File: config.mk
export PLATFORM = sky130hd
export DESIGN_NAME = bus_voltage_monitor_filter_top
export DESIGN_NICKNAME = d
export VERILOG_FILES = /design/src/bvmf_pkg.sv /design/src/bvmf_front.sv /design/src/bvmf_queue.sv /design/src/bvmf_back.sv /design/src/bus_voltage_monitor_filter_top.sv
export SDC_FILE = /design/constraint.sdc
export NUM_CORES = 1
export LEC_CHECK = 0
export BUFFER_PORTS_ARGS = -buffer_cell sky130_fd_sc_hd__buf_2
export CAP_MARGIN = 20
export CORE_MARGIN = 2
export CORE_UTILIZATION = 44
export DETAILED_ROUTE_END_ITERATION = 10
export GPL_ROUTABILITY_DRIVEN = 1
export PLACE_DENSITY = 0.6
export SETUP_SLACK_MARGIN = 0.05
export SLEW_MARGIN = 20
export SYNTH_ARGS = -nofsm -noshare
export SYNTH_HDL_FRONTEND = slang
export SYNTH_SLANG_ARGS = --single-unit
File: constraint.sdc
create_clock -name clk -period 20.3 [get_ports clk]
set_clock_uncertainty 0.1 [all_clocks]
set_input_delay 3.045 -clock clk [delete_from_list [all_inputs] [get_ports clk]]
set_output_delay 3.045 -clock clk [all_outputs]
set_load 0.1 [all_outputs]
File: src/bvmf_pkg.sv
// ----------------------------------------------------------------------------
// bvmf_pkg
// Types and constants of the bus voltage monitor filter.
// ----------------------------------------------------------------------------
package bvmf_pkg;

  localparam int TIME_W = 32;
  localparam int RAW_W  = 12;
  localparam int MV_W   = 16;
  localparam int PER_W  = 16;
  localparam int REF_W  = 13;
  localparam int RAT_W  = 4;
  localparam int SHF_W  = 3;

  // Width of raw * reference * ratio plus rounding half.
  localparam int PROD_W = RAW_W + REF_W + RAT_W + 1;

  localparam int ADC_BITS_DEF  = 12;
  localparam int TIME_BITS_DEF = 32;

  localparam int QDEPTH = 2;

  localparam logic [PER_W-1:0] PERIOD_RST = PER_W'(20);
  localparam logic [REF_W-1:0] REF_RST    = REF_W'(3300);
  localparam logic [RAT_W-1:0] RATIO_RST  = RAT_W'(11);
  localparam logic [SHF_W-1:0] SHIFT_RST  = SHF_W'(2);

  localparam int APB_AW = 4;
  localparam int APB_DW = 32;

  typedef enum logic [1:0] {
    REG_PERIOD = 2'd0,
    REG_REF    = 2'd1,
    REG_RATIO  = 2'd2,
    REG_SHIFT  = 2'd3
  } reg_idx_t;

  typedef struct packed {
    logic [TIME_W-1:0] now_ms;
    logic              read_ok;
    logic [RAW_W-1:0]  raw_sample;
  } poll_t;

  typedef struct packed {
    logic [MV_W-1:0]  bus_millivolts;
    logic [RAW_W-1:0] last_raw;
    logic             reading_valid;
    logic             sample_taken;
  } result_t;

  typedef struct packed {
    logic [PER_W-1:0] sample_period_ms;
    logic [REF_W-1:0] reference_mv;
    logic [RAT_W-1:0] divider_ratio;
    logic [SHF_W-1:0] filter_shift;
  } cfg_t;

  // One classified poll on its way to the back end.
  typedef struct packed {
    logic             take;
    logic [RAW_W-1:0] raw;
  } job_t;

  typedef struct packed {
    logic valid;
    job_t job;
  } push_t;

  typedef struct packed {
    logic nonempty;
    job_t job;
  } head_t;

endpackage

File: src/bvmf_front.sv
// ----------------------------------------------------------------------------
// bvmf_front
// Accepts polls, decides whether each one is due and queues the decision.
// ----------------------------------------------------------------------------
module bvmf_front #(
  parameter int TIME_BITS = bvmf_pkg::TIME_BITS_DEF
) (
  input  logic                              clk,
  input  logic                              rst,
  input  logic                              poll_valid,
  output logic                              poll_stall,
  input  bvmf_pkg::poll_t                   poll,
  input  logic [bvmf_pkg::PER_W-1:0]        sample_period_ms,
  input  logic                              queue_full,
  output bvmf_pkg::push_t                   push
);

  logic [TIME_BITS-1:0] last_time;
  logic                 first_pending;
  logic [TIME_BITS-1:0] now_t;
  logic [TIME_BITS-1:0] elapsed;
  logic                 due;
  logic                 accept;

  assign poll_stall = queue_full;
  assign accept     = poll_valid && !queue_full;

  assign now_t   = poll.now_ms[TIME_BITS-1:0];
  assign elapsed = now_t - last_time;
  assign due     = first_pending || (elapsed >= TIME_BITS'(sample_period_ms));

  assign push.valid    = accept;
  assign push.job.take = due && poll.read_ok;
  assign push.job.raw  = poll.raw_sample;

  // A due poll restarts the period even when the read failed.
  always_ff @(posedge clk) begin
    if (rst) begin
      last_time     <= '0;
      first_pending <= 1'b1;
    end else if (accept && due) begin
      last_time     <= now_t;
      first_pending <= 1'b0;
    end
  end

endmodule

File: src/bvmf_queue.sv
// ----------------------------------------------------------------------------
// bvmf_queue
// Short queue of classified polls between the front and back ends.
// ----------------------------------------------------------------------------
module bvmf_queue (
  input  logic            clk,
  input  logic            rst,
  input  bvmf_pkg::push_t push,
  input  logic            pop,
  output logic            full,
  output bvmf_pkg::head_t head
);

  localparam int PW = (bvmf_pkg::QDEPTH > 1) ? $clog2(bvmf_pkg::QDEPTH) : 1;
  localparam int CW = $clog2(bvmf_pkg::QDEPTH + 1);

  bvmf_pkg::job_t entries [bvmf_pkg::QDEPTH];
  logic [PW-1:0]  wr_ptr;
  logic [PW-1:0]  rd_ptr;
  logic [CW-1:0]  count;
  logic           do_push;
  logic           do_pop;

  assign full          = (count == CW'(bvmf_pkg::QDEPTH));
  assign head.nonempty = (count != '0);
  assign head.job      = entries[rd_ptr];
  assign do_push       = push.valid && !full;
  assign do_pop        = pop && head.nonempty;

  always_ff @(posedge clk) begin
    if (do_push) begin
      entries[wr_ptr] <= push.job;
    end
  end

  always_ff @(posedge clk) begin
    if (rst) begin
      wr_ptr <= '0;
      rd_ptr <= '0;
      count  <= '0;
    end else begin
      if (do_push) begin
        wr_ptr <= (wr_ptr == PW'(bvmf_pkg::QDEPTH - 1)) ? '0 : wr_ptr + 1'b1;
      end
      if (do_pop) begin
        rd_ptr <= (rd_ptr == PW'(bvmf_pkg::QDEPTH - 1)) ? '0 : rd_ptr + 1'b1;
      end
      if (do_push && !do_pop) begin
        count <= count + 1'b1;
      end else if (do_pop && !do_push) begin
        count <= count - 1'b1;
      end
    end
  end

endmodule

File: src/bvmf_back.sv
// ----------------------------------------------------------------------------
// bvmf_back
// Scales sampled codes to millivolts, runs the moving average and drives
// the result register.
// ----------------------------------------------------------------------------
module bvmf_back #(
  parameter int ADC_BITS = bvmf_pkg::ADC_BITS_DEF
) (
  input  logic              clk,
  input  logic              rst,
  input  bvmf_pkg::cfg_t    cfg,
  input  bvmf_pkg::head_t   head,
  output logic              pop,
  output logic              result_valid,
  input  logic              result_stall,
  output bvmf_pkg::result_t result
);

  localparam int RAW_W  = bvmf_pkg::RAW_W;
  localparam int MV_W   = bvmf_pkg::MV_W;
  localparam int PROD_W = bvmf_pkg::PROD_W;
  localparam int P1_W   = bvmf_pkg::RAW_W + bvmf_pkg::REF_W;
  localparam int Q_W    = PROD_W - ADC_BITS + 1;
  localparam int FULL_W = PROD_W + Q_W;
  localparam int EXT_W  = Q_W + MV_W + 1;
  localparam longint unsigned FS = (64'd1 << ADC_BITS) - 64'd1;
  localparam logic [RAW_W-1:0]  RAW_MASK = RAW_W'(FS);
  localparam logic [PROD_W-1:0] HALF     = PROD_W'(FS / 64'd2);
  // floor(2^PROD_W / FS): the estimate is at most one short.
  localparam logic [Q_W-1:0]    RECIP    = Q_W'((64'd1 << PROD_W) / FS);
  localparam logic [EXT_W-1:0]  MV_MAX   = EXT_W'((64'd1 << MV_W) - 64'd1);

  typedef enum logic [6:0] {
    S_IDLE  = 7'b0000001,
    S_MUL1  = 7'b0000010,
    S_MUL2  = 7'b0000100,
    S_RECIP = 7'b0001000,
    S_CORR  = 7'b0010000,
    S_FILT  = 7'b0100000,
    S_OUT   = 7'b1000000
  } state_t;

  state_t             state;
  state_t             state_next;
  logic [RAW_W-1:0]   raw_r;
  logic               take_r;
  logic [P1_W-1:0]    prod1;
  logic [PROD_W-1:0]  num;
  logic [Q_W-1:0]     quo;
  logic [Q_W-1:0]     mv_q;
  logic [MV_W-1:0]    filt;
  logic               loaded;
  logic [RAW_W-1:0]   held_raw;

  logic [FULL_W-1:0]  full_prod;
  logic [PROD_W:0]    q_times_fs;
  logic [PROD_W:0]    rem;
  logic [EXT_W-1:0]   mv_ext;
  logic [MV_W-1:0]    mv_sat;
  logic signed [MV_W:0] diff;
  logic signed [MV_W:0] bias;
  logic signed [MV_W:0] step;
  logic               out_free;

  assign out_free = !result_valid || !result_stall;
  assign pop      = (state == S_IDLE) && head.nonempty;

  assign full_prod  = FULL_W'(num) * FULL_W'(RECIP);
  assign q_times_fs = ((PROD_W + 1)'(quo) << ADC_BITS) - (PROD_W + 1)'(quo);
  assign rem        = {1'b0, num} - q_times_fs;

  assign mv_ext = EXT_W'(mv_q);
  assign mv_sat = (mv_ext > MV_MAX) ? MV_MAX[MV_W-1:0] : mv_ext[MV_W-1:0];

  // Arithmetic shift rounds down; bias negatives to truncate toward zero.
  assign diff = $signed({1'b0, mv_sat}) - $signed({1'b0, filt});
  assign bias = diff[MV_W] ? $signed(((MV_W + 1)'(1) << cfg.filter_shift) - (MV_W + 1)'(1))
                           : '0;
  assign step = (diff + bias) >>> cfg.filter_shift;

  always_comb begin
    state_next = state;
    unique case (state)
      S_IDLE: begin
        if (head.nonempty) begin
          state_next = head.job.take ? S_MUL1 : S_OUT;
        end
      end
      S_MUL1:  state_next = S_MUL2;
      S_MUL2:  state_next = S_RECIP;
      S_RECIP: state_next = S_CORR;
      S_CORR:  state_next = S_FILT;
      S_FILT:  state_next = S_OUT;
      S_OUT: begin
        if (out_free) begin
          state_next = S_IDLE;
        end
      end
      default: state_next = S_IDLE;
    endcase
  end

  always_ff @(posedge clk) begin
    if (rst) begin
      state <= S_IDLE;
    end else begin
      state <= state_next;
    end
  end

  // Datapath: at most one multiply per step.
  always_ff @(posedge clk) begin
    if (pop) begin
      raw_r  <= head.job.raw & RAW_MASK;
      take_r <= head.job.take;
    end
    if (state == S_MUL1) begin
      prod1 <= P1_W'(raw_r) * P1_W'(cfg.reference_mv);
    end
    if (state == S_MUL2) begin
      num <= PROD_W'(prod1) * PROD_W'(cfg.divider_ratio) + HALF;
    end
    if (state == S_RECIP) begin
      quo <= full_prod[FULL_W-1:PROD_W];
    end
    if (state == S_CORR) begin
      mv_q <= (rem >= (PROD_W + 1)'(FS)) ? quo + 1'b1 : quo;
    end
  end

  always_ff @(posedge clk) begin
    if (rst) begin
      filt     <= '0;
      loaded   <= 1'b0;
      held_raw <= '0;
    end else if (state == S_FILT) begin
      held_raw <= raw_r;
      loaded   <= 1'b1;
      if (!loaded) begin
        filt <= mv_sat;
      end else begin
        filt <= filt + step[MV_W-1:0];
      end
    end
  end

  always_ff @(posedge clk) begin
    if (rst) begin
      result_valid <= 1'b0;
    end else if (state == S_OUT && out_free) begin
      result_valid <= 1'b1;
    end else if (!result_stall) begin
      result_valid <= 1'b0;
    end
  end

  always_ff @(posedge clk) begin
    if (state == S_OUT && out_free) begin
      result.bus_millivolts <= filt;
      result.last_raw       <= held_raw;
      result.reading_valid  <= loaded;
      result.sample_taken   <= take_r;
    end
  end

endmodule

File: src/bus_voltage_monitor_filter_top.sv
// Path: a poll that is not sampled passes the queue and the back end's idle and output
//   states; a sampled poll also passes two multiplies, reciprocal, fix-up and filter.
// The back end takes a new poll from the queue only after the last one has left its
//   output state, which waits while the result is stalled.
// Reset (synchronous, active high) restores the register defaults, empties the
//   queue and clears the filter; the first poll after it is always due.
// ----------------------------------------------------------------------------
// bus_voltage_monitor_filter_top
// Bus voltage monitor: sample timing, ADC scaling and moving-average filter.
// ----------------------------------------------------------------------------
module bus_voltage_monitor_filter_top #(
  parameter int ADC_BITS  = bvmf_pkg::ADC_BITS_DEF,
  parameter int TIME_BITS = bvmf_pkg::TIME_BITS_DEF
) (
  input  logic                          clk,
  input  logic                          rst,
  input  logic                          poll_valid,
  output logic                          poll_stall,
  input  bvmf_pkg::poll_t               poll,
  output logic                          result_valid,
  input  logic                          result_stall,
  output bvmf_pkg::result_t             result,
  input  logic                          psel,
  input  logic                          penable,
  input  logic                          pwrite,
  input  logic [bvmf_pkg::APB_AW-1:0]   paddr,
  input  logic [bvmf_pkg::APB_DW-1:0]   pwdata,
  output logic [bvmf_pkg::APB_DW-1:0]   prdata,
  output logic                          pready
);

  bvmf_pkg::cfg_t    cfg;
  bvmf_pkg::push_t   push;
  bvmf_pkg::head_t   head;
  bvmf_pkg::reg_idx_t reg_idx;
  logic              queue_full;
  logic              pop;
  logic              cfg_write;

  assign pready    = 1'b1;
  assign reg_idx   = bvmf_pkg::reg_idx_t'(paddr[3:2]);
  assign cfg_write = psel && penable && pwrite && pready;

  always_ff @(posedge clk) begin
    if (rst) begin
      cfg.sample_period_ms <= bvmf_pkg::PERIOD_RST;
      cfg.reference_mv     <= bvmf_pkg::REF_RST;
      cfg.divider_ratio    <= bvmf_pkg::RATIO_RST;
      cfg.filter_shift     <= bvmf_pkg::SHIFT_RST;
    end else if (cfg_write) begin
      unique case (reg_idx)
        bvmf_pkg::REG_PERIOD: cfg.sample_period_ms <= pwdata[bvmf_pkg::PER_W-1:0];
        bvmf_pkg::REG_REF:    cfg.reference_mv     <= pwdata[bvmf_pkg::REF_W-1:0];
        bvmf_pkg::REG_RATIO:  cfg.divider_ratio    <= pwdata[bvmf_pkg::RAT_W-1:0];
        bvmf_pkg::REG_SHIFT:  cfg.filter_shift     <= pwdata[bvmf_pkg::SHF_W-1:0];
        default: ;
      endcase
    end
  end

  always_comb begin
    prdata = '0;
    unique case (reg_idx)
      bvmf_pkg::REG_PERIOD: prdata = bvmf_pkg::APB_DW'(cfg.sample_period_ms);
      bvmf_pkg::REG_REF:    prdata = bvmf_pkg::APB_DW'(cfg.reference_mv);
      bvmf_pkg::REG_RATIO:  prdata = bvmf_pkg::APB_DW'(cfg.divider_ratio);
      bvmf_pkg::REG_SHIFT:  prdata = bvmf_pkg::APB_DW'(cfg.filter_shift);
      default:              prdata = '0;
    endcase
  end

  bvmf_front #(
    .TIME_BITS (TIME_BITS)
  ) u_front (
    .clk              (clk),
    .rst              (rst),
    .poll_valid       (poll_valid),
    .poll_stall       (poll_stall),
    .poll             (poll),
    .sample_period_ms (cfg.sample_period_ms),
    .queue_full       (queue_full),
    .push             (push)
  );

  bvmf_queue u_queue (
    .clk  (clk),
    .rst  (rst),
    .push (push),
    .pop  (pop),
    .full (queue_full),
    .head (head)
  );

  bvmf_back #(
    .ADC_BITS (ADC_BITS)
  ) u_back (
    .clk          (clk),
    .rst          (rst),
    .cfg          (cfg),
    .head         (head),
    .pop          (pop),
    .result_valid (result_valid),
    .result_stall (result_stall),
    .result       (result)
  );

endmodule

==> metrics, run 1 <==
postcts setup bufs 0; minimum hold slack 324 ps; slew at the pin with the worst max-slew slack 1130 ps; global-route wire length before repair 107 mm; post-DR wirelength/cell 17.2 um; DRC errors left 0; ANT nets after route 0; placed inst area 28000 sq um; period utilization 43.2%; Core Util, Final 48.2%; combinational power share 69.9%; Post-Place Worst Slack 11550 ps; final hold viol count 0; Post-synth top flop edfxtp_1; Reg power frac 18.9%; Slew Limit Fails 0; switch share 44.6%; CTS root buffer clkbuf_16; H-Tree Depth 1; Clk pwr share 11.3%; Final GP Congestion 0.905; Total Wirelength 65.8 mm; DR pass1 iterations 6; number of global-route vias before repair 20.9k; CTS Sinks 273; sw power 2.20 mW; P&R area growth vs syn 8.60%; GRT Util Overall 20.8%; RSZ-0062 raised after global routing false; initial antenna violation count 3; Num CTS Buffers 31; clock tree buffer depth 3; Syn Inst Count 2946; DR vias 20.7k; Slew headroom 23.0%; crit path launch type flip-flop; syn avg cell area 9.07 sq um; post-route setup TNS 0 ps; CTS tree done; Worst R2R Setup Slack 11540 ps; critical path's slowest cell o41ai_1; ys async rst share 0%; Final Cell Area 29000 sq um; cts hold-fix bufs 0; maxcap violations 0; crit path max fanout 7; YS warnings 0; cell depth of the worst flop-to-flop path 34; worst flop-to-flop path endpoint u_back.filt[14]; CP Capture Type flip-flop; setup ws final 11540 ps; Netlist Area Pre-Place 26700 sq um; Max Freq 0.114 GHz; R2R Path Start u_back.mv_q[18]; leak pwr 13.0 nW; layout cells sized above 1 7.67%; drt initial violations 1297; Critical Path Start u_back.mv_q[18]; internal power 2.73 mW; Slowest Stage Delay on Critical Path 680 ps; CTS clk-pin slew, worst paths 70 ps; die width 250 um; Critical Path Most Common Cell a21oi_1; crit path to u_back.filt[14]; post-synth cell types 85; Initial Utilization 44.4%; Max IR drop VDD 0.000387 V; Hold Crit Class flip-flop to flip-flop; EDFF count, synth 162; Final Setup Violations 0; gr ovfl total 0; min Tclk post-route 8760 ps; # rows 90; I/O pin count 153; Nets 3598; Seq/Total Area, Yosys 26.5%; post-DP HPWL 52.6 mm; critical path class flip-flop to flip-flop; Power Dens Cells 170 nW/um^2; Req. time, crit path 20670 ps; Port Buffers 117; Die Y 250 um; clock latency on the worst-skew pair 600 ps; WP data arrival 9130 ps; largest net degree at the start of global routing 68; status complete, no violations; total die area 62700 sq um; via density per instance 5.42; Core Area 60200 sq um; Synth Register Bits 273; PostCTS Resize Cnt 0
routing by layer:
metal	GRT usage, %	vias up	share of wire (%)	routed length, um
met1	27.5	10100	45	29800
met4	5.32	0	2.3	1490
met2	36.6	389	49	32200
met3	2.06	82	3.5	2280
met5	0	-	0	0
li1	-	10200	-	-
placed cells by master, fill, tap and decap left out, drive strengths merged, types with 108 or more instances in the layout:
cell type  instances
dfxtp            111
xnor2            108
nand2            350
ha               326
fa               169
nor2             174
edfxtp           162
buf              133
a21oi            173
inv              353
synth_stat cells, drive strengths merged, types with 31 or more instances:
library cell / number / area (sq um)
inv: 349 / 1310
edfxtp: 162 / 4860
o21ai: 93 / 469
dfxtp: 111 / 2220
nand2b: 31 / 194
a21oi: 173 / 870
xor2: 49 / 429
nand2: 350 / 1310
clkbuf: 90 / 338
nand3: 57 / 285
fa: 169 / 3380
xnor2: 108 / 946
nor2: 174 / 653
a21o: 56 / 420
nor3: 53 / 265
and2: 106 / 663
mux2i: 88 / 881
ha: 326 / 4080
worst min-delay path by stage:
stage | start | slack (ps) | cells past startpoint | end
3_5_place_dp | u_back.take_r | 310 | 0 | u_back.result[0]
6_report | u_back.take_r | 320 | 0 | u_back.result[0]
3_3_place_gp | u_back.take_r | 310 | 0 | u_back.result[0]
2_1_floorplan | u_back.take_r | 300 | 0 | u_back.result[0]
5_1_grt | u_back.take_r | 330 | 0 | u_back.result[0]
4_1_cts | u_back.take_r | 330 | 0 | u_back.result[0]
stage by stage:
| stage | instances | power, mW |
|---|---|---|
| 3_3_place_gp | 3763 | 4.29 |
| 4_1_cts | 3820 | 4.98 |
| 6_report | 3825 | 4.93 |
| 5_1_grt | 3824 | 5.49 |
| 3_5_place_dp | 3763 | 4.38 |
| 2_1_floorplan | 2968 | 3.75 |
state kept, by name, indices dropped and copies added (netlist names), named ones only:
name and cells:
cfg 36, u_back.filt 16, u_back.held_raw 12, u_back.loaded 1, u_back.mv_q 19, u_back.num 30
u_back.prod1 25, u_back.quo 19, u_back.raw_r 12, u_back.result 30, u_back.result_valid 1, u_back.state 7
u_back.take_r 1, u_front.first_pending 1, u_front.last_time 32, u_queue.count 2, u_queue.entries 26, u_queue.rd_ptr 1
u_queue.wr_ptr 1
worst max-delay path: cells and delay by family, from the launching register on:
family / cells / cell delay, ps
AOI/OAI and AO/OA: 22 / 5420
xor gates and xnor gates: 2 / 360
adders and majority gates: 4 / 1220
buffers and inverters: 1 / 50
DFF: 1 / 380
and+or+nand+nor: 5 / 1140
area by class of cell:
cell class                      instances  area [sq um]
Antenna cell                            4          10.0
Clock buffer                           41           865
Clock inverter                         16           141
Fill cell                            5733         31200
Inverter                              351          1320
Multi-Input combinational cell       2225         17900
Sequential cell                       273          7090
Tap cell                              782           978
Timing Repair Buffer                  133           728
kinds of logic after synthesis:
kind of cell             count (synthesis)  share of synthesized area [%]
XOR/XNOR                               157                           5.14
flip-flops                             273                           26.5
other                                    2                         0.0281
multiplexers                           113                           4.47
AO/OA/AOI/OAI                          532                           12.9
adder cells (fa/ha/maj)                495                           27.9
AND/OR/NAND/NOR                        904                           16.1
buffers and inverters                  470                           6.92
power groups by stage:
stage | clock network (mW) | logic (mW) | registers, mW
after global placement | 0 | 3.35 | 0.938
after detailed placement | 0 | 3.44 | 0.941
after CTS | 0.571 | 3.48 | 0.929
after floorplan | 0 | 2.84 | 0.908
after global routing | 0.592 | 3.96 | 0.938
final | 0.557 | 3.45 | 0.930
Note: power is estimated with default switching activity, not from simulation.
==> inputs of run 2 (changes only) <==
Clock period 20.3 ns to 8.7 ns, I/O delays scaled along.
==> metrics, run 2 (same netlist as run 1, synthesis figures left out) <==
status complete, no violations; Slowest Stage Delay on Critical Path 410 ps; H-Tree Depth 1; CTS root buffer clkbuf_16; CTS tree done; period utilization 90.4%; max reg flops 36; WP data arrival 8210 ps; Final GP Congestion 0.941; most frequent cells in the layout 350 x nand2_1, 348 x inv_1, 326 x ha_1; Regs by FF count cfg (36), u_front.last_time (32); RSZ-0062 raised after global routing false; CTS clk-pin slew, worst paths 60 ps; die width 250 um; P&R area growth vs syn 8.72%; post-route setup TNS 0 ps; minimum hold slack 319 ps; largest register by flop count cfg; met1 Usage GRT 27.4%; Total Wirelength 66.2 mm; Most Crowded Layer GR met2; maxcap violations 0; Req. time, crit path 9040 ps; final hold viol count 0; Core Area 60200 sq um; # rows 90; initial antenna violation count 1; ANT nets after route 0; Num CTS Buffers 31; leak pwr 13.0 nW; total die area 62700 sq um; Post-Place Worst Slack 425 ps; Finished Layout Cells 3825; Initial Utilization 44.4%; CP Capture Type flip-flop; critical path's slowest cell fa_1; min Tclk post-route 7870 ps; global-route wire length before repair 107 mm; commonest non-fill, non-tap cell in the layout nand2_1; clock latency on the worst-skew pair 580 ps; slew at the pin with the worst max-slew slack 1100 ps; DR vias 21.1k; gr ovfl total 0; via density per instance 5.50; Fill cells 5672; Die Y 250 um; Final Setup Violations 0; Pwr Total 11.5 mW; Final Cell Area 29100 sq um; Hold Crit Class flip-flop to flip-flop; Core Util, Final 48.2%; largest net degree at the start of global routing 66; Critical Path Most Common Cell a21oi_1; area of the multi-input gates 17900 sq um; Slew headroom 25.9%; placed inst area 28000 sq um; Max IR drop VDD 0.000683 V; GRT Util Overall 20.8%; setup ws final 834 ps; crit path max fanout 6; number of global-route vias before repair 20.7k; Port Buffers 117; placed insts 3763; I/O pin count 153; register area 7090 sq um; Nets 3600; met2 usage 35.9%; drt initial violations 1250; DR pass1 iterations 7; layout cells sized above 1 7.89%; post-DR wirelength/cell 17.3 um; Slew Limit Fails 0; clock tree buffer depth 3; crit path launch type flip-flop; Power Dens Cells 396 nW/um^2; met3 usage 2.23%; post-DP HPWL 53.1 mm; DRC errors left 0; critical path class flip-flop to flip-flop; Max Freq 0.127 GHz; CTS Sinks 273
## run 2: critical path: cells and delay by family (launching register included)
| family | cells | cell delay, ps |
|---|---|---|
| AND/OR/NAND/NOR | 5 | 990 |
| XOR/XNOR | 2 | 350 |
| buffers and inverters | 3 | 400 |
| adder cells (fa/ha/maj) | 4 | 1150 |
| AO/OA/AOI/OAI | 22 | 4330 |
| flip-flops | 1 | 400 |
## run 2: report_power, final
| part | switching (mW) | total [mW] | leakage, nW | internal (mW) |
|---|---|---|---|---|
| logic | 4.37 | 8.03 | 10.1 | 3.66 |
| registers | 0.186 | 2.17 | 2.38 | 1.99 |
| clock network | 0.540 | 1.32 | 0.507 | 0.779 |
| total | 5.10 | 11.5 | 13.0 | 6.42 |
## run 2: cell type report
| cell class | instances | area share, % |
|---|---|---|
| repair buffers | 135 | 2.49 |
| inverters | 351 | 4.53 |
| well taps | 782 | 3.37 |
| clock inverters | 17 | 0.616 |
| multi-input cells | 2225 | 61.7 |
| clock buffers | 41 | 2.94 |
| diodes | 1 | 0.00861 |
| flip-flops and latches | 273 | 24.4 |
## run 2: path summary, 6_finish.rpt
check | endpoint | from | depth (start not counted) | slack (ps)
worst max register to register | u_back.filt[14] | u_back.mv_q[18] | 36 | 830
worst min-delay path | u_back.result[0] | u_back.take_r | 0 | 320
worst max-delay path | u_back.filt[14] | u_back.mv_q[18] | 36 | 830
worst min register to register | u_back.result[0] | u_back.take_r | 0 | 320
## run 2: repair_timing
item | 4_1_cts | 5_1_grt
resized for setup | 0 | 5
hold buffers | 0 | 0
setup buffers | 0 | 3
endpoints found under the setup margin | 0 | 5
## run 2: layer usage
| layer | share of wire [%] | routed length [um] | vias up |
|---|---|---|---|
| met5 | 0 | 0 | - |
| met1 | 45 | 29500 | 10200 |
| met3 | 4.5 | 2950 | 105 |
| met4 | 3.1 | 2060 | 0 |
| met2 | 48 | 31600 | 523 |
| li1 | - | - | 10200 |
==> inputs of run 3 (changes only) <==
Settings changed: BUFFER_PORTS_ARGS -buffer_cell sky130_fd_sc_hd__buf_2 to -buffer_cell sky130_fd_sc_hd__buf_4.
==> metrics, run 3 (same netlist as run 1, synthesis figures left out) <==
Initial Utilization 44.4%; RSZ-0062 raised after global routing false; Regs by FF count cfg (36), u_front.last_time (32); period utilization 91.2%; sw power 5.07 mW; Reg power frac 19.0%; Post-Place Worst Slack 371 ps; Slowest Stage Delay on Critical Path 500 ps; DR pass1 iterations 8; Core Area 60200 sq um; Max IR drop VDD 0.000705 V; diodes inserted 0; CTS root buffer clkbuf_16; Port Buffers 117; Fill cells 5661; commonest non-fill, non-tap cell in the layout nand2_1; DR vias 20.8k; H-Tree Depth 1; CTS tree done; Final Setup Violations 0; Req. time, crit path 9040 ps; CTS Sinks 273; Slew Limit Fails 0; placed inst area 28300 sq um; CP Capture Type flip-flop; Total Wirelength 65.6 mm; die width 250 um; Die Y 250 um; min Tclk post-route 7940 ps; most frequent cells in the layout 350 x nand2_1, 348 x inv_1, 326 x ha_1; Final Cell Area 29300 sq um; CTS clk-pin slew, worst paths 60 ps; max reg flops 36; largest register by flop count cfg; Power Dens Cells 391 nW/um^2; combinational power share 69.8%; critical path's slowest cell o311ai_0; internal power 6.39 mW; switch share 44.3%; post-DP HPWL 52.8 mm; P&R area growth vs syn 9.65%; # rows 90; crit path launch type flip-flop; setup ws final 762 ps; slew at the pin with the worst max-slew slack 1050 ps; clock latency on the worst-skew pair 580 ps; Core Util, Final 48.7%; total die area 62700 sq um; post-route setup TNS 0 ps; post-DR wirelength/cell 17.2 um; Final GP Congestion 0.953; Critical Path Most Common Cell a21oi_1; cell depth of the worst flop-to-flop path 34; global-route wire length before repair 106 mm; critical path class flip-flop to flip-flop; number of global-route vias before repair 20.5k; status complete, no violations; crit path max fanout 10; final hold viol count 0; WP data arrival 8280 ps; hold path depth 0; Clk pwr share 11.2%; GRT Util Overall 20.5%; CP top delay family compound AO/OA/AOI/OAI gates; Slew headroom 28.3%; largest net degree at the start of global routing 69; ANT nets after route 0; initial antenna violation count 0; minimum hold slack 330 ps; CP Depth 34; Nets 3598; Hold Crit Class flip-flop to flip-flop; DRC errors left 0; maxcap violations 0; layout cells sized above 1 7.67%; placed insts 3763; Num CTS Buffers 30; Max Freq 0.126 GHz; I/O pin count 153; via density per instance 5.44; leak pwr 13.1 nW; WP buf/inv 2; Pwr Total 11.5 mW; clock tree buffer depth 3; Finished Layout Cells 3821; drt initial violations 1164; gr ovfl total 0
run 3: cell count changes in the layout (fill, tap and decap cells not counted), moves of 2 or more:
cell      before  now
buf_4         19  134
buf_2        116    0
clkbuf_1       6    4
clkinv_1       3    8
clkinv_2       7    3
clkbuf_8       4    2
run 3: worst paths after layout:
path                                         start          endpoint  slack (ps)
worst max-delay path               u_back.mv_q[18]   u_back.filt[14]         760
worst max register to register     u_back.mv_q[18]   u_back.filt[14]         760
worst min register to register  u_back.held_raw[3]  u_back.result[5]         330
worst min-delay path            u_back.held_raw[3]  u_back.result[5]         330
run 3: layout make-up:
class	instances	area (sq um)	area share (%)
clock inverter	20	200	0.683
timing repair buffer	134	1010	3.43
inverter	351	1320	4.49
sequential	273	7090	24.2
clock buffer	36	793	2.71
tap	782	978	3.34
multi-input combinational	2225	17900	61.2
run 3: worst reg2reg max path, delay by kind of cell, from the launching register on:
family	cells	cell delay [ps]
compound gates	19	4130
fa+ha+maj	4	1430
simple gates	5	760
buf+inv	2	420
flops	1	400
mux	2	300
xor+xnor	2	290
run 3: repair_timing:
item,CTS,global route
endpoints found under the hold margin,0,0
setup endpoints to repair,0,4
setup buffers,0,2
hold buffers,0,0
resized for setup,0,5
run 3: power groups by stage:
stage / combinational (mW) / clock [mW] / sequential, mW
global placement: 7.84 / 0 / 2.19
floorplan: 6.63 / 0 / 2.12
finish: 8.00 / 1.29 / 2.18
CTS: 8.08 / 1.32 / 2.17
global route: 9.20 / 1.37 / 2.19
detailed placement: 8.00 / 0 / 2.20
run 3: routing by layer:
layer	vias to the layer above	GRT usage [%]	part of all wire, %
met2	395	35.8	48
met3	68	2.05	3.9
li1	10200	-	-
met5	-	0	0
met4	0	3.93	1.7
met1	10100	27.8	46
